## src/sv/continuity_scan_sequencer_macros.svh

```systemverilog
// ----------------------------------------------------------------------------
// continuity scan sequencer assertion macros
// shared concurrent assertion forms, clocked on clk and disabled in reset
// ----------------------------------------------------------------------------
`ifndef CONTINUITY_SCAN_SEQUENCER_MACROS_SVH
`define CONTINUITY_SCAN_SEQUENCER_MACROS_SVH

// same-cycle implication
`define CSS_ASSERT_IMPLY(lbl, ante, cons, msg) \
	lbl: assert property (@(posedge clk) disable iff (!arst_n) (ante) |-> (cons)) \
		else $error(msg);

// next-cycle implication
`define CSS_ASSERT_NEXT(lbl, ante, cons, msg) \
	lbl: assert property (@(posedge clk) disable iff (!arst_n) (ante) |=> (cons)) \
		else $error(msg);

`endif

```

## src/sv/css_pkg.sv

```systemverilog
// ----------------------------------------------------------------------------
// css_pkg
// types, codes and constants shared by the continuity scan sequencer
// ----------------------------------------------------------------------------
package css_pkg;

	localparam int MAX_LINES = 64;
	localparam int ROW_W     = 64;
	localparam int ROWS      = 64;
	localparam int ROW_AW    = 6;
	localparam int CNT_W     = 7;
	localparam int LINE_W    = 6;
	localparam int TIME_W    = 64;
	localparam int IVL_W     = 32;
	localparam int OP_W      = 3;
	localparam int APB_AW    = 4;
	localparam int APB_DW    = 32;

	// command codes
	typedef enum logic [OP_W-1:0] {
		OP_TICK     = 3'd0,
		OP_START    = 3'd1,
		OP_STOP     = 3'd2,
		OP_READ_ROW = 3'd3,
		OP_CLEAR    = 3'd4
	} op_e;

	// run status codes
	typedef enum logic [1:0] {
		ST_IDLE    = 2'd0,
		ST_RUNNING = 2'd1,
		ST_DONE    = 2'd2
	} status_e;

	// register word indexes
	typedef enum logic [1:0] {
		REG_PIN_COUNT    = 2'd0,
		REG_TOTAL_CYCLES = 2'd1,
		REG_START_CYCLE  = 2'd2,
		REG_INTERVAL_US  = 2'd3
	} reg_e;

	typedef struct packed {
		logic [CNT_W-1:0]  pin_count;
		logic [CNT_W-1:0]  total_cycles;
		logic [LINE_W-1:0] start_cycle;
		logic [IVL_W-1:0]  interval_us;
	} cfg_t;

	localparam cfg_t CFG_RESET = '{
		pin_count:    7'd64,
		total_cycles: 7'd64,
		start_cycle:  6'd0,
		interval_us:  32'd1000
	};

	typedef struct packed {
		logic [OP_W-1:0]   operation;
		logic [TIME_W-1:0] now_us;
		logic [ROW_W-1:0]  sense_bits;
		logic [ROW_AW-1:0] row_index;
	} cmd_t;

	// per-command result carried down the pipe
	typedef struct packed {
		logic              accepted;
		logic [1:0]        status;
		logic [CNT_W-1:0]  cycle_count;
		logic              fired;
		logic              drive_valid;
		logic [LINE_W-1:0] drive_line;
		logic              row_sel;
	} res_t;

	// row store access request
	typedef struct packed {
		logic              wr_en;
		logic [ROW_AW-1:0] wr_addr;
		logic [ROW_W-1:0]  wr_data;
		logic              rd_en;
		logic [ROW_AW-1:0] rd_addr;
		logic              clear;
	} store_req_t;

endpackage

```

## src/sv/css_if.sv

```systemverilog
// ----------------------------------------------------------------------------
// css_cmd_if / css_rsp_if
// command and response channels with valid/ready handshake
// ----------------------------------------------------------------------------
interface css_cmd_if;
	import css_pkg::*;

	logic              valid;
	logic              ready;
	logic [OP_W-1:0]   operation;
	logic [TIME_W-1:0] now_us;
	logic [ROW_W-1:0]  sense_bits;
	logic [ROW_AW-1:0] row_index;

	modport source (output valid, operation, now_us, sense_bits, row_index, input ready);
	modport sink (input valid, operation, now_us, sense_bits, row_index, output ready);
endinterface

interface css_rsp_if;
	import css_pkg::*;

	logic              valid;
	logic              ready;
	logic              accepted;
	logic [1:0]        status;
	logic [CNT_W-1:0]  cycle_count;
	logic              fired;
	logic              drive_valid;
	logic [LINE_W-1:0] drive_line;
	logic [ROW_W-1:0]  row_bits;

	modport source (output valid, accepted, status, cycle_count, fired, drive_valid,
		drive_line, row_bits, input ready);
	modport sink (input valid, accepted, status, cycle_count, fired, drive_valid,
		drive_line, row_bits, output ready);
endinterface

```

## src/sv/css_cfg_regs.sv

```systemverilog
// ----------------------------------------------------------------------------
// css_cfg_regs
// configuration register file behind the apb-style port
// ----------------------------------------------------------------------------
module css_cfg_regs (
	input  logic                       clk,
	input  logic                       arst_n,
	input  logic                       psel,
	input  logic                       penable,
	input  logic                       pwrite,
	input  logic [css_pkg::APB_AW-1:0] paddr,
	input  logic [css_pkg::APB_DW-1:0] pwdata,
	output logic [css_pkg::APB_DW-1:0] prdata,
	output logic                       pready,
	output css_pkg::cfg_t              cfg
);
	import css_pkg::*;

	cfg_t       cfg_q;
	logic [1:0] reg_idx;
	logic       wr_en;

	assign reg_idx = paddr[APB_AW-1:2];
	assign wr_en   = psel && penable && pwrite;
	assign pready  = 1'b1;
	assign cfg     = cfg_q;

	// register writes
	always_ff @(posedge clk or negedge arst_n) begin
		if (!arst_n) begin
			cfg_q <= CFG_RESET;
		end else if (wr_en) begin
			case (reg_idx)
				REG_PIN_COUNT:    cfg_q.pin_count    <= pwdata[CNT_W-1:0];
				REG_TOTAL_CYCLES: cfg_q.total_cycles <= pwdata[CNT_W-1:0];
				REG_START_CYCLE:  cfg_q.start_cycle  <= pwdata[LINE_W-1:0];
				REG_INTERVAL_US:  cfg_q.interval_us  <= pwdata[IVL_W-1:0];
				default:          cfg_q <= cfg_q;
			endcase
		end
	end

	// read mux
	always_comb begin
		case (reg_idx)
			REG_PIN_COUNT:    prdata = APB_DW'(cfg_q.pin_count);
			REG_TOTAL_CYCLES: prdata = APB_DW'(cfg_q.total_cycles);
			REG_START_CYCLE:  prdata = APB_DW'(cfg_q.start_cycle);
			REG_INTERVAL_US:  prdata = APB_DW'(cfg_q.interval_us);
			default:          prdata = '0;
		endcase
	end

endmodule

```

## src/sv/css_row_store.sv

```systemverilog
// ----------------------------------------------------------------------------
// css_row_store
// 64 x 64 result row memory, one write and one registered read per cycle
// ----------------------------------------------------------------------------
`include "continuity_scan_sequencer_macros.svh"

module css_row_store (
	input  logic                      clk,
	input  logic                      arst_n,
	input  css_pkg::store_req_t       req,
	output logic [css_pkg::ROW_W-1:0] rd_data
);
	import css_pkg::*;

	logic [ROW_W-1:0] mem [ROWS];
	logic [ROWS-1:0]  vld_q;
	logic [ROW_W-1:0] rd_q;
	logic             rd_vld_q;

	// memory array, write port and registered read port
	always_ff @(posedge clk) begin
		if (req.wr_en) begin
			mem[req.wr_addr] <= req.wr_data;
		end
		if (req.rd_en) begin
			rd_q <= mem[req.rd_addr];
		end
	end

	// per-row written flags, cleared together by reset or clear
	always_ff @(posedge clk or negedge arst_n) begin
		if (!arst_n) begin
			vld_q    <= '0;
			rd_vld_q <= 1'b0;
		end else begin
			if (req.clear) begin
				vld_q <= '0;
			end else if (req.wr_en) begin
				vld_q[req.wr_addr] <= 1'b1;
			end
			if (req.rd_en) begin
				rd_vld_q <= vld_q[req.rd_addr];
			end
		end
	end

	// unwritten rows read as zero
	assign rd_data = rd_vld_q ? rd_q : '0;

	`CSS_ASSERT_IMPLY(a_clear_excl_wr, req.clear, !req.wr_en, "clear and row write together")
	`CSS_ASSERT_IMPLY(a_rd_excl_wr, req.rd_en, !req.wr_en && !req.clear, "read overlaps update")

endmodule

```

## src/sv/css_ctrl.sv

```systemverilog
// ----------------------------------------------------------------------------
// css_ctrl
// run state, scan timing and drive selection; issues row store accesses
// ----------------------------------------------------------------------------
`include "continuity_scan_sequencer_macros.svh"

module css_ctrl (
	input  logic                clk,
	input  logic                arst_n,
	input  css_pkg::cfg_t       cfg,
	input  logic                cmd_fire,
	input  css_pkg::cmd_t       cmd,
	output css_pkg::res_t       res,
	output css_pkg::store_req_t store_req
);
	import css_pkg::*;

	status_e           run_status_q, run_status_d;
	logic [CNT_W-1:0]  cycle_cnt_q, cycle_cnt_d;
	logic [TIME_W-1:0] last_fire_q, last_fire_d;
	logic              act_valid_q, act_valid_d;
	logic [LINE_W-1:0] act_line_q, act_line_d;

	logic [CNT_W-1:0]  eff_pins, eff_total, cnt_inc;
	logic [TIME_W-1:0] elapsed;
	logic              due, in_win;
	logic [CNT_W:0]    win_hi;
	logic [LINE_W-1:0] line_off;
	logic [ROW_W-1:0]  line_mask;
	logic              accepted, fired, row_sel, wr_en, clear;

	// clamp the register values to the line count
	assign eff_pins  = (cfg.pin_count > CNT_W'(MAX_LINES)) ? CNT_W'(MAX_LINES) : cfg.pin_count;
	assign eff_total = (cfg.total_cycles > CNT_W'(MAX_LINES)) ?
		CNT_W'(MAX_LINES) : cfg.total_cycles;

	// interval check, first cycle of a run fires at once
	assign elapsed = cmd.now_us - last_fire_q;
	assign due     = (elapsed >= TIME_W'(cfg.interval_us)) || (cycle_cnt_q == '0);

	// drive window [start_cycle, start_cycle + pins)
	assign win_hi   = {2'b00, cfg.start_cycle} + {1'b0, eff_pins};
	assign in_win   = (cycle_cnt_q >= {1'b0, cfg.start_cycle}) &&
		({1'b0, cycle_cnt_q} < win_hi);
	assign line_off = cycle_cnt_q[LINE_W-1:0] - cfg.start_cycle;
	assign cnt_inc  = cycle_cnt_q + CNT_W'(1);
	assign line_mask = ~({ROW_W{1'b1}} << eff_pins);

	// command decode and next state
	always_comb begin
		run_status_d = run_status_q;
		cycle_cnt_d  = cycle_cnt_q;
		last_fire_d  = last_fire_q;
		act_valid_d  = act_valid_q;
		act_line_d   = act_line_q;
		accepted     = 1'b1;
		fired        = 1'b0;
		row_sel      = 1'b0;
		wr_en        = 1'b0;
		clear        = 1'b0;
		case (cmd.operation)
			OP_TICK: begin
				if (run_status_q == ST_RUNNING) begin
					if (cycle_cnt_q >= eff_total) begin
						run_status_d = ST_DONE;
						act_valid_d  = 1'b0;
						act_line_d   = '0;
					end else if (due) begin
						fired       = 1'b1;
						wr_en       = 1'b1;
						act_valid_d = in_win;
						act_line_d  = in_win ? line_off : '0;
						last_fire_d = cmd.now_us;
						cycle_cnt_d = cnt_inc;
						if (cnt_inc >= eff_total) begin
							run_status_d = ST_DONE;
							act_valid_d  = 1'b0;
							act_line_d   = '0;
						end
					end
				end
			end
			OP_START: begin
				if (run_status_q == ST_RUNNING || {1'b0, cfg.start_cycle} >= eff_total ||
					eff_pins == '0) begin
					accepted = 1'b0;
				end else begin
					run_status_d = ST_RUNNING;
					cycle_cnt_d  = '0;
					last_fire_d  = cmd.now_us;
					act_valid_d  = 1'b0;
					act_line_d   = '0;
				end
			end
			OP_STOP: begin
				if (run_status_q == ST_RUNNING) begin
					run_status_d = ST_IDLE;
					act_valid_d  = 1'b0;
					act_line_d   = '0;
				end
			end
			OP_READ_ROW: begin
				row_sel = ({1'b0, cmd.row_index} < eff_total);
			end
			OP_CLEAR: begin
				clear       = 1'b1;
				cycle_cnt_d = '0;
			end
			default: begin
				accepted = 1'b0;
			end
		endcase
	end

	// state update on each command transfer
	always_ff @(posedge clk or negedge arst_n) begin
		if (!arst_n) begin
			run_status_q <= ST_IDLE;
			cycle_cnt_q  <= '0;
			last_fire_q  <= '0;
			act_valid_q  <= 1'b0;
			act_line_q   <= '0;
		end else if (cmd_fire) begin
			run_status_q <= run_status_d;
			cycle_cnt_q  <= cycle_cnt_d;
			last_fire_q  <= last_fire_d;
			act_valid_q  <= act_valid_d;
			act_line_q   <= act_line_d;
		end
	end

	// row store requests
	always_comb begin
		store_req.wr_en   = cmd_fire && wr_en;
		store_req.wr_addr = cycle_cnt_q[ROW_AW-1:0];
		store_req.wr_data = cmd.sense_bits & line_mask;
		store_req.rd_en   = cmd_fire && (cmd.operation == OP_READ_ROW);
		store_req.rd_addr = cmd.row_index;
		store_req.clear   = cmd_fire && clear;
	end

	// result fields reflect the state after the command
	always_comb begin
		res.accepted    = accepted;
		res.status      = run_status_d;
		res.cycle_count = cycle_cnt_d;
		res.fired       = fired;
		res.drive_valid = act_valid_d;
		res.drive_line  = act_valid_d ? act_line_d : '0;
		res.row_sel     = row_sel;
	end

	`CSS_ASSERT_IMPLY(a_drive_only_running, act_valid_q, run_status_q == ST_RUNNING, "drive while not running")
	`CSS_ASSERT_IMPLY(a_cnt_bound, 1'b1, cycle_cnt_q <= CNT_W'(MAX_LINES), "cycle counter out of range")
	`CSS_ASSERT_NEXT(a_fire_counts, cmd_fire && fired, cycle_cnt_q == $past(cycle_cnt_q) + CNT_W'(1), "fire without count")

endmodule

```

## src/sv/continuity_scan_sequencer.sv

```systemverilog
// ----------------------------------------------------------------------------
// continuity_scan_sequencer
// wire-continuity scan sequencer top level
// ----------------------------------------------------------------------------
// Takes one command per clock (tick, start, stop, read row, clear) while the
// response channel does not stall, and returns one response per command, in
// order: the transfer updates the run state and issues the row memory access,
// stage 2 holds the result and the registered row read, and the response then
// sits in an output register while the next commands keep flowing. Sustained
// rate is one command per clock when responses are taken: each command updates
// the run state once and makes at most one access to the row memory (64 rows
// of 64 bits, one write port and one registered read port). Row written flags
// clear at reset and on clear, so no clearing pass is needed after reset.
// Configuration is to be written through the apb-style port only while no
// command is in flight; the block itself does not enforce this.
module continuity_scan_sequencer (
	input  logic                       clk,
	input  logic                       arst_n,
	css_cmd_if.sink                    cmd,
	css_rsp_if.source                  rsp,
	input  logic                       psel,
	input  logic                       penable,
	input  logic                       pwrite,
	input  logic [css_pkg::APB_AW-1:0] paddr,
	input  logic [css_pkg::APB_DW-1:0] pwdata,
	output logic [css_pkg::APB_DW-1:0] prdata,
	output logic                       pready
);
	import css_pkg::*;

	cfg_t             cfg;
	cmd_t             cmd_in;
	res_t             res;
	store_req_t       store_req;
	logic [ROW_W-1:0] rd_data;
	logic             cmd_fire;

	logic             valid_s2;
	res_t             res_s2;
	logic             adv_s2;
	logic             out_valid_q;
	res_t             out_res_q;
	logic [ROW_W-1:0] out_row_q;

	css_cfg_regs u_cfg (
		.clk     (clk),
		.arst_n  (arst_n),
		.psel    (psel),
		.penable (penable),
		.pwrite  (pwrite),
		.paddr   (paddr),
		.pwdata  (pwdata),
		.prdata  (prdata),
		.pready  (pready),
		.cfg     (cfg)
	);

	// command payload
	always_comb begin
		cmd_in.operation  = cmd.operation;
		cmd_in.now_us     = cmd.now_us;
		cmd_in.sense_bits = cmd.sense_bits;
		cmd_in.row_index  = cmd.row_index;
	end

	// pipe handshake
	assign adv_s2    = valid_s2 && (!out_valid_q || rsp.ready);
	assign cmd.ready = !valid_s2 || adv_s2;
	assign cmd_fire  = cmd.valid && cmd.ready;

	css_ctrl u_ctrl (
		.clk       (clk),
		.arst_n    (arst_n),
		.cfg       (cfg),
		.cmd_fire  (cmd_fire),
		.cmd       (cmd_in),
		.res       (res),
		.store_req (store_req)
	);

	css_row_store u_store (
		.clk     (clk),
		.arst_n  (arst_n),
		.req     (store_req),
		.rd_data (rd_data)
	);

	// stage 2: waits for the row read
	always_ff @(posedge clk or negedge arst_n) begin
		if (!arst_n) begin
			valid_s2 <= 1'b0;
		end else if (cmd_fire) begin
			valid_s2 <= 1'b1;
		end else if (adv_s2) begin
			valid_s2 <= 1'b0;
		end
	end

	always_ff @(posedge clk) begin
		if (cmd_fire) begin
			res_s2 <= res;
		end
	end

	// output register
	always_ff @(posedge clk or negedge arst_n) begin
		if (!arst_n) begin
			out_valid_q <= 1'b0;
		end else if (adv_s2) begin
			out_valid_q <= 1'b1;
		end else if (rsp.ready) begin
			out_valid_q <= 1'b0;
		end
	end

	always_ff @(posedge clk) begin
		if (adv_s2) begin
			out_res_q <= res_s2;
			out_row_q <= res_s2.row_sel ? rd_data : '0;
		end
	end

	// response channel
	assign rsp.valid       = out_valid_q;
	assign rsp.accepted    = out_res_q.accepted;
	assign rsp.status      = out_res_q.status;
	assign rsp.cycle_count = out_res_q.cycle_count;
	assign rsp.fired       = out_res_q.fired;
	assign rsp.drive_valid = out_res_q.drive_valid;
	assign rsp.drive_line  = out_res_q.drive_line;
	assign rsp.row_bits    = out_row_q;

endmodule
```

## src/flat_wrapper.sv

```systemverilog
// flat-port wrapper written by rule: the top's interface ports become plain ports
module continuity_scan_sequencer_flat import css_pkg::*;
  (clk, arst_n, psel, penable, pwrite, paddr, pwdata, prdata, pready, cmd_valid, cmd_operation, cmd_now_us, cmd_sense_bits, cmd_row_index, cmd_ready, rsp_valid, rsp_accepted, rsp_status, rsp_cycle_count, rsp_fired, rsp_drive_valid, rsp_drive_line, rsp_row_bits, rsp_ready);
  css_cmd_if cmd_i ();
  css_rsp_if rsp_i ();
  input  logic clk;
  input  logic arst_n;
  input  logic psel;
  input  logic penable;
  input  logic pwrite;
  input  logic [css_pkg::APB_AW-1:0] paddr;
  input  logic [css_pkg::APB_DW-1:0] pwdata;
  output logic [css_pkg::APB_DW-1:0] prdata;
  output logic pready;
  input wire logic [$bits(cmd_i.valid)-1:0] cmd_valid;
  input wire logic [$bits(cmd_i.operation)-1:0] cmd_operation;
  input wire logic [$bits(cmd_i.now_us)-1:0] cmd_now_us;
  input wire logic [$bits(cmd_i.sense_bits)-1:0] cmd_sense_bits;
  input wire logic [$bits(cmd_i.row_index)-1:0] cmd_row_index;
  output wire logic [$bits(cmd_i.ready)-1:0] cmd_ready;
  output wire logic [$bits(rsp_i.valid)-1:0] rsp_valid;
  output wire logic [$bits(rsp_i.accepted)-1:0] rsp_accepted;
  output wire logic [$bits(rsp_i.status)-1:0] rsp_status;
  output wire logic [$bits(rsp_i.cycle_count)-1:0] rsp_cycle_count;
  output wire logic [$bits(rsp_i.fired)-1:0] rsp_fired;
  output wire logic [$bits(rsp_i.drive_valid)-1:0] rsp_drive_valid;
  output wire logic [$bits(rsp_i.drive_line)-1:0] rsp_drive_line;
  output wire logic [$bits(rsp_i.row_bits)-1:0] rsp_row_bits;
  input wire logic [$bits(rsp_i.ready)-1:0] rsp_ready;
  assign cmd_i.valid = cmd_valid;
  assign cmd_i.operation = cmd_operation;
  assign cmd_i.now_us = cmd_now_us;
  assign cmd_i.sense_bits = cmd_sense_bits;
  assign cmd_i.row_index = cmd_row_index;
  assign cmd_ready = cmd_i.ready;
  assign rsp_valid = rsp_i.valid;
  assign rsp_accepted = rsp_i.accepted;
  assign rsp_status = rsp_i.status;
  assign rsp_cycle_count = rsp_i.cycle_count;
  assign rsp_fired = rsp_i.fired;
  assign rsp_drive_valid = rsp_i.drive_valid;
  assign rsp_drive_line = rsp_i.drive_line;
  assign rsp_row_bits = rsp_i.row_bits;
  assign rsp_i.ready = rsp_ready;
  continuity_scan_sequencer u_core (.clk(clk), .arst_n(arst_n), .cmd(cmd_i), .rsp(rsp_i), .psel(psel), .penable(penable), .pwrite(pwrite), .paddr(paddr), .pwdata(pwdata), .prdata(prdata), .pready(pready));
endmodule
```

## config.mk

```make
export PLATFORM = sky130hd
export DESIGN_NAME = continuity_scan_sequencer_flat
export DESIGN_NICKNAME = d
export VERILOG_FILES = /design/src/sv/css_pkg.sv /design/src/sv/css_if.sv /design/src/sv/css_cfg_regs.sv /design/src/sv/css_row_store.sv /design/src/sv/css_ctrl.sv /design/src/sv/continuity_scan_sequencer.sv /design/src/flat_wrapper.sv
export VERILOG_INCLUDE_DIRS = /design/src /design/src/sv
export SDC_FILE = /design/constraint.sdc
export NUM_CORES = 2
export LEC_CHECK = 0
export CORE_MARGIN = 10
export CORE_UTILIZATION = 50
export CTS_BUF_LIST = sky130_fd_sc_hd__clkbuf_4 sky130_fd_sc_hd__clkbuf_8
export CTS_CLUSTER_DIAMETER = 40
export DETAILED_ROUTE_END_ITERATION = 10
export DONT_BUFFER_PORTS = 1
export PLACE_DENSITY = 0.66
export SLEW_MARGIN = 20
export SYNTH_ARGS = -nofsm -noshare
export SYNTH_HDL_FRONTEND = slang
export SYNTH_SLANG_ARGS = --single-unit
```

## constraint.sdc

```tcl
create_clock -name clk -period 9.45 [get_ports clk]
set_input_delay 0.945 -clock clk [delete_from_list [all_inputs] [get_ports clk]]
set_output_delay 0.945 -clock clk [all_outputs]
set_load 0.005 [all_outputs]
```

# ---- Word level (Yosys, flattened, before mapping)
# Memories as Yosys holds them, arrays and structs flattened. A register that Yosys moved wholly into a read port is not among the register bits.
# Cells that the tools add are included.
dict set report op_classes {
  bitwise_logic 3
  n_mux 54
  n_addsub 4
  eq_ne 12
  n_shift 1
  n_reduce_logical 31
  n_lt_le_gt_ge 12
}
# cell n
set op_table {}
lappend op_table {{2-to-1 mux 64 bit} 6}
lappend op_table {{one-hot mux 32 bit (4 select lines)} 1}
lappend op_table {{one-hot mux 64 bit (2 select lines)} 1}
lappend op_table {{bitwise AND 64 bit} 1}
lappend op_table {{>= comparator 64 x 32 -> 1 bit} 1}
lappend op_table {{NOT 64 bit} 1}
lappend op_table {{OR 64 bit} 1}
lappend op_table {{left shift 64 x 7 -> 64 bit (first input constant)} 1}
lappend op_table {{subtractor 64 bit} 1}
lappend op_table {{2-to-1 mux 6 bit} 7}
lappend op_table {{2-to-1 mux 7 bit} 6}
lappend op_table {{one-hot mux 7 bit (3 select lines)} 1}
lappend op_table {{2-to-1 mux 1 bit} 20}
lappend op_table {{one-hot mux 6 bit (3 select lines)} 1}
lappend op_table {{>= comparator 7 bit} 2}
lappend op_table {{greater-than comparator 7 bit (second input constant)} 2}
lappend op_table {{zero test 7 bit} 2}
lappend op_table {{< comparator 6 x 7 -> 1 bit (second input constant)} 2}
lappend op_table {{2-to-1 mux 2 bit} 6}
lappend op_table {{AND reduction 2 bit} 5}
lappend op_table {{logical AND 1 bit} 9}
lappend op_table {{adder 6 x 7 -> 8 bit} 1}
lappend op_table {{< comparator 7 x 8 -> 1 bit} 1}
lappend op_table {{inequality test 2 bit (second input constant)} 4}
lappend op_table {{23 further kinds} 34}
dict set report totals {
  out_inout_bits 117
  input_bits 180
  ramBits 4096
  register_bits 300
  word_cells 145
  n_memories 1
}
# name depth word_bits read_ports rd_ports_with_merged_regs write_ports line_no
set mem_list {}
lappend mem_list {u_core.u_store.mem 64 64 1 1 1 css_row_store.sv:15} ;# logic [ROW_W-1:0] mem [ROWS];

# ---- Depth between registers and ports, before layout
dict set report logic_depth {
  ltp_word 11
  ltp_mapped 26
  mapped_depth_nobuf 24
}

# ---- Hierarchy
# From an unflattened synthesis, not the netlist that was laid out.
dict set report unflattened {
  hier_cells 8657
  area_unflattened_um2 176164.0
}
# module seq_area_each_um2 cells_each area_each_um2 instances
set modules_own_cells {}
lappend modules_own_cells {css_row_store 126546.4 6831 158841.1 1}
lappend modules_own_cells {css_ctrl 2001.9 1489 11319.6 1}
lappend modules_own_cells {continuity_scan_sequencer 3083.0 179 3632.2 1}
lappend modules_own_cells {css_cfg_regs 1311.3 158 2371.0 1}

# ---- Worst setup path before layout
# No wires, ideal clock.
dict set report synth_path {
  path_kind {input -> register}
  from {in cmd_now_us[0]}
  to {mem u_core.u_store.mem[55][0] (enable)}
  setup_time_ps 487
  arrival_time_ps 7907
  path_buffers 2
  path_stages 26
  t_required_ps 8963
  path_slack_ps 1056
  path_cell_list {inv_1 -> ha_1 -> inv_1 -> fa_1 -> a21o_1 -> a221oi_2 -> o22ai_1 -> nor3_2 -> a21oi_1 -> a21oi_1 -> xnor2_1 -> ha_1 -> nand4_1 -> nor2_1 -> nand3_1 -> or3_1 -> a31oi_1 -> a21oi_1 -> or4b_4 -> nor4_4 -> nand4_4 -> nor3_1 -> or3_1 -> clkbuf_2 -> buf_2 -> nor2_1}
}
dict set report synth_between {
  elab_chain_len 10
}
# item line_no
set synth_lines {}
lappend synth_lines {{from (decl)} flat_wrapper.sv:17} ;# input wire logic [$bits(cmd_i.now_us)-1:0] cmd_now_us;
lappend synth_lines {{subtractor 64 bit} css_ctrl.sv:38} ;# assign elapsed = cmd.now_us - last_fire_q;
lappend synth_lines {{>= comparator 64 x 32 -> 1 bit} css_ctrl.sv:39} ;# assign due = (elapsed >= TIME_W'(cfg.interval_us)) || (cycle_cnt_q == '0);
lappend synth_lines {{logical OR 1 bit} css_ctrl.sv:39}
lappend synth_lines {{2-to-1 mux 1 bit} css_ctrl.sv:68} ;# end else if (due) begin
lappend synth_lines {{2-to-1 mux 1 bit} css_ctrl.sv:64} ;# if (cycle_cnt_q >= eff_total) begin
lappend synth_lines {{2-to-1 mux 1 bit} css_ctrl.sv:63} ;# if (run_status_q == ST_RUNNING) begin
lappend synth_lines {{2-to-1 mux 1 bit} n/a}
lappend synth_lines {{logical AND 1 bit} css_ctrl.sv:134} ;# store_req.wr_en = cmd_fire && wr_en;
lappend synth_lines {{2-to-1 mux 1 bit} css_row_store.sv:22} ;# if (req.wr_en) begin
lappend synth_lines {{2-to-1 mux 1 bit (not written as such)} css_row_store.sv:23} ;# mem[req.wr_addr] <= req.wr_data;
lappend synth_lines {{to (decl)} css_row_store.sv:15}
# No other way between the ends.

# ---- Final worst setup path
dict set report layout_path {
  from {reg u_core.u_ctrl.last_fire_q[0]}
  to {mem u_core.u_store.mem[45][30] (enable)}
}
dict set report layout_between {
  elab_chain_len 10
}
# item line_no
set layout_lines {}
lappend layout_lines {{from (decl)} css_ctrl.sv:20} ;# logic [TIME_W-1:0] last_fire_q, last_fire_d;
lappend layout_lines {{from (signal assigned)} css_ctrl.sv:126} ;# last_fire_q <= last_fire_d;
lappend layout_lines {{subtractor 64 bit} css_ctrl.sv:38}
lappend layout_lines {{>= comparator 64 x 32 -> 1 bit} css_ctrl.sv:39}
lappend layout_lines {{logical OR 1 bit} css_ctrl.sv:39}
lappend layout_lines {{2-to-1 mux 1 bit} css_ctrl.sv:68}
lappend layout_lines {{2-to-1 mux 1 bit} css_ctrl.sv:64}
lappend layout_lines {{2-to-1 mux 1 bit} css_ctrl.sv:63}
lappend layout_lines {{2-to-1 mux 1 bit} n/a}
lappend layout_lines {{logical AND 1 bit} css_ctrl.sv:134}
lappend layout_lines {{2-to-1 mux 1 bit} css_row_store.sv:22}
lappend layout_lines {{2-to-1 mux 1 bit (not written as such)} css_row_store.sv:23}
# No other way between the ends.

==> impl_metrics.csv <==
group,metric,value,unit
status,status,"finished clean",
routing,vias,88600,
sta,worst_slew_pin_slew,1230,ps
hold_path,hold_class,"in -> reg",
routing,routedWlPerCell,34.5,um
cts,cts.repair.resized,0,
floorplanning,dieArea,0.378,mm^2
sta,finalSetupTns,0,ps
synth,synth_top_cell_by_area,"edfxtp_1",
floorplanning,dieHeight,614,um
synth,synth_top_cells_by_area,"edfxtp_1, mux4_2, dfrtp_1, ha_1, clkbuf_1",
cts,ctsRootBufferMaster,"clkbuf_8",
sta,fin_crit,7960,ps
global_routing,grt_usage,25.0,%
routing,avgViaCountPerCell,6.35,
floorplanning,initial_core_util,50.1,%
worst_setup_path,crit_fanout,27,
cells_and_area,syn2layout_area_growth,13.2,%
cells_and_area,multi_input_area,0.0425,mm^2
routing,drtIter0Drc,11900,
power,p_per_area,225,mW/mm^2
worst_setup_path,crit_path_end_kind,"flip-flop",
routing,routed_wl,482000,um
global_routing,grt_pass1_vias,90200,
global_routing,antenna_found_initial,45,
cts,htreeDepth,6,
cells_and_area,nFillCells,25600,
sta,setup_violations,0,
global_routing,grt_pass1_wl,683000,um
synth,synthFlopType,"edfxtp_1",
floorplanning,core,0.352,mm^2
flow_run,maxCapViolations,0,
sta,hold_viol,0,
global_routing,grt-ovfl-total,0,
synth,syn-num-nets,8308,
routing,drc,0,
cts,numCtsBuffers,711,
floorplanning,fp.dieW,614,um
floorplanning,ios,297,
cts,post-cts-setup-buffer-count,0,
routing,dr.pass1.iters,6,
sta,slew_viol_final,0,
cells_and_area,fin_cells,14000,
synth,synthesis.area,0.177,mm^2
synth,ys_async_sr_fraction,4.46,%
worst_setup_path,critical_path_class,"reg -> reg",
worst_setup_path,crit_required,10280,ps
sta,max_freq,126,MHz
synth,yosys_warnings,0,
sta,skew,66.1,ps
cts,clock_path_buffers,4,
cells_and_area,register_area,0.133,mm^2
synth,yosysTopAreaCellShare,72.4,%
cells_and_area,drive_above_1_share,32.2,%
sta,rsz0062_at_grt,"false",
cts,clkLatencyLatePin,1220,ps
cts,cts.sinks,4460,
placement,io_buffer_count,0,
cells_and_area,fin_util,56.8,%
cts,clk_pin_slew,60,ps
floorplanning,rows,218,
sta,fin_hold_ws,43.4,ps
power,p_leak,64.7,nW
cts,cts_tree,"yes",
global_routing,grt_max_degree,262,
synth,synth-edff-count,4261,
synth,ys_seq_elements,4460,
synth,synth_area_per_cell,22.1,um^2
sta,timing.final.crit_share,84.2,%
cells_and_area,fin_nets,8970,
placement,gp_congestion,0.862,
synth,ys_types,96,
sta,max_slew_margin,18.2,%
cts,holdBufCountCts,110,
worst_setup_path,worst_ep_arrival_time,8780,ps
power,ir_worst_vdd,0.000206,V
synth,ys_seq_area_share,75.2,%
worst_setup_path,setup.worst_path.start_class,"flip-flop",
placement,place_inst,12500,
synth,syn_inst,7985,
placement,hpwl,264000,um
routing,ant_nets,0,
## cells in the final DEF (no fill, tap or decap), types with 39 or more instances in the layout
cell              n
edfxtp_1       4261
mux4_2         1371
clkbuf_8        729
nand2_1         241
clkbuf_4        210
clkinv_1        193
dfrtp_1         190
buf_4           182
o21ai_0         173
inv_1           140
ha_1            140
a21oi_1         126
nor2_1          124
dlygate4sd3_1   109
and3_1           72
nor2_4           67
mux2_4           60
buf_12           59
clkinv_2         58
a21o_1           44
nand4_1          39
## worst max-delay path, cell delays in order, from the launching register on
cell and delay (ps):
dfrtp_1 360, ha_1 180, inv_1 60, fa_1 420, a21o_1 190, a221oi_2 430, o22ai_1 230, nor3_2 340
a21oi_1 210, a21oi_1 210, xnor2_1 90, ha_1 300, nand4_1 180, nor2_1 170, nand3_1 130, or3_1 380
a31oi_1 400, a21oi_1 90, or4b_4 250, nor4_4 50, nand4_4 200, o311a_1 270, nand3_1 740, nor2_4 1000
buf_4 610
## layout make-up
class	count	area share, %
clock inverters	340	1.17
flip-flops and latches	4460	66.4
diodes	25	0.0313
well taps	4730	2.96
repair buffers	369	2.08
multi-input cells	2965	21.3
inverters	140	0.263
clock buffers	939	5.80
## cells by family (layout without fill, tap and decap cells)
family / count (synthesis) / count (layout) / share of synthesized area, %
mux: 1462 / 1462 / 18.2
flops: 4460 / 4460 / 75.2
buf+inv: 560 / 1788 / 1.25
simple gates: 736 / 736 / 2.00
fa+ha+maj: 143 / 143 / 1.03
compound gates: 570 / 570 / 2.04
xor+xnor: 53 / 53 / 0.263
other cells: 1 / 26 / 0.00212
## per-layer routing
layer / share of wire [%] / wire length [um] / track usage, % / vias to the layer above
met1: 38 / 185000 / 34.4 / 47700
li1: - / - / - / 35200
met3: 8.9 / 42900 / 4.85 / 841
met5: 0.0079 / 38 / 0 / -
met2: 49 / 236000 / 40.6 / 4849
met4: 3.8 / 18200 / 8.75 / 6
## synthesized netlist by cell type (7+ instances only)
master    instances
nor3_1           36
buf_1            82
inv_1           140
edfxtp_1       4261
o21ai_1          21
nand2b_1         23
nand2_1         241
mux2i_1           7
nand3_1          36
o211ai_1         15
a21oi_1         143
ha_1            140
clkbuf_1        293
dfrtp_1         191
and3_1           73
and2_1           18
a22o_1            7
xnor2_1          32
a21o_1           44
mux2_4           60
a31oi_1          12
a21boi_0         19
dfstp_2           8
buf_2            34
mux4_2         1371
a211oi_1          8
nand4_1          39
o21a_1           20
xor2_1           21
mux2_2           24
o21ai_0         174
a32o_1            8
or3_1            18
o22ai_1           9
o21bai_1          9
nor2b_1          20
nor2_1          192
## through the flow
step	setup slack (ps)	power, mW	cell area, um^2
after CTS	1550	45.3	200000
after detailed placement	953	29.1	185000
after global placement	752	29.0	185000
after floorplan	1060	27.1	177000
after global routing	1080	46.7	200000
final	1490	45.1	200000
## worst paths after layout
| path | startpoint | end | slack [ps] | depth (start not counted) |
|---|---|---|---|---|
| setup / recovery | u_core.u_ctrl.last_fire_q[0]$_DFFE_PN0P_ | u_core.u_store.mem[45][30]$_DFFE_PP_ | 1490 | 24 |
| hold / removal | paddr[3] | u_core.u_cfg.cfg[51]$_DFFE_PN1P_ | 40 | 3 |
| setup reg to reg | u_core.u_ctrl.last_fire_q[0]$_DFFE_PN0P_ | u_core.u_store.mem[45][30]$_DFFE_PP_ | 1490 | 24 |
| hold reg to reg | u_core.res_s2[10]$_DFFE_PP_ | u_core.rsp.cycle_count[1]$_DFFE_PP_ | 430 | 0 |
| max in group asynchronous | arst_n | u_core.u_store.rd_vld_q$_DFFE_PN0P_ | 8010 | 3 |
| min in group asynchronous | arst_n | u_core.u_ctrl.last_fire_q[31]$_DFFE_PN0P_ | 300 | 2 |
## state kept, by name, summed over array words and instances, names as in the netlist
register                    flops
u_core.res_s2                  19
u_core.rsp.accepted             1
u_core.rsp.cycle_count          7
u_core.rsp.drive_line           6
u_core.rsp.drive_valid          1
u_core.rsp.fired                1
u_core.rsp.row_bits            64
u_core.rsp.status               2
u_core.rsp.valid                1
u_core.u_cfg.cfg               52
u_core.u_ctrl.act_line_q        6
u_core.u_ctrl.act_valid_q       1
u_core.u_ctrl.cycle_cnt_q       7
u_core.u_ctrl.last_fire_q      64
u_core.u_ctrl.run_status_q      2
u_core.u_store.mem           4096
u_core.u_store.rd_q            64
u_core.u_store.rd_vld_q         1
u_core.u_store.vld_q           64
u_core.valid_s2                 1
## where the power goes
part | internal (mW) | switching (mW) | total, mW
sequential | 22.7 | 0.217 | 22.9
clock | 8.61 | 7.65 | 16.3
combinational | 2.08 | 3.82 | 5.90
(Power assumes the default switching activity.)
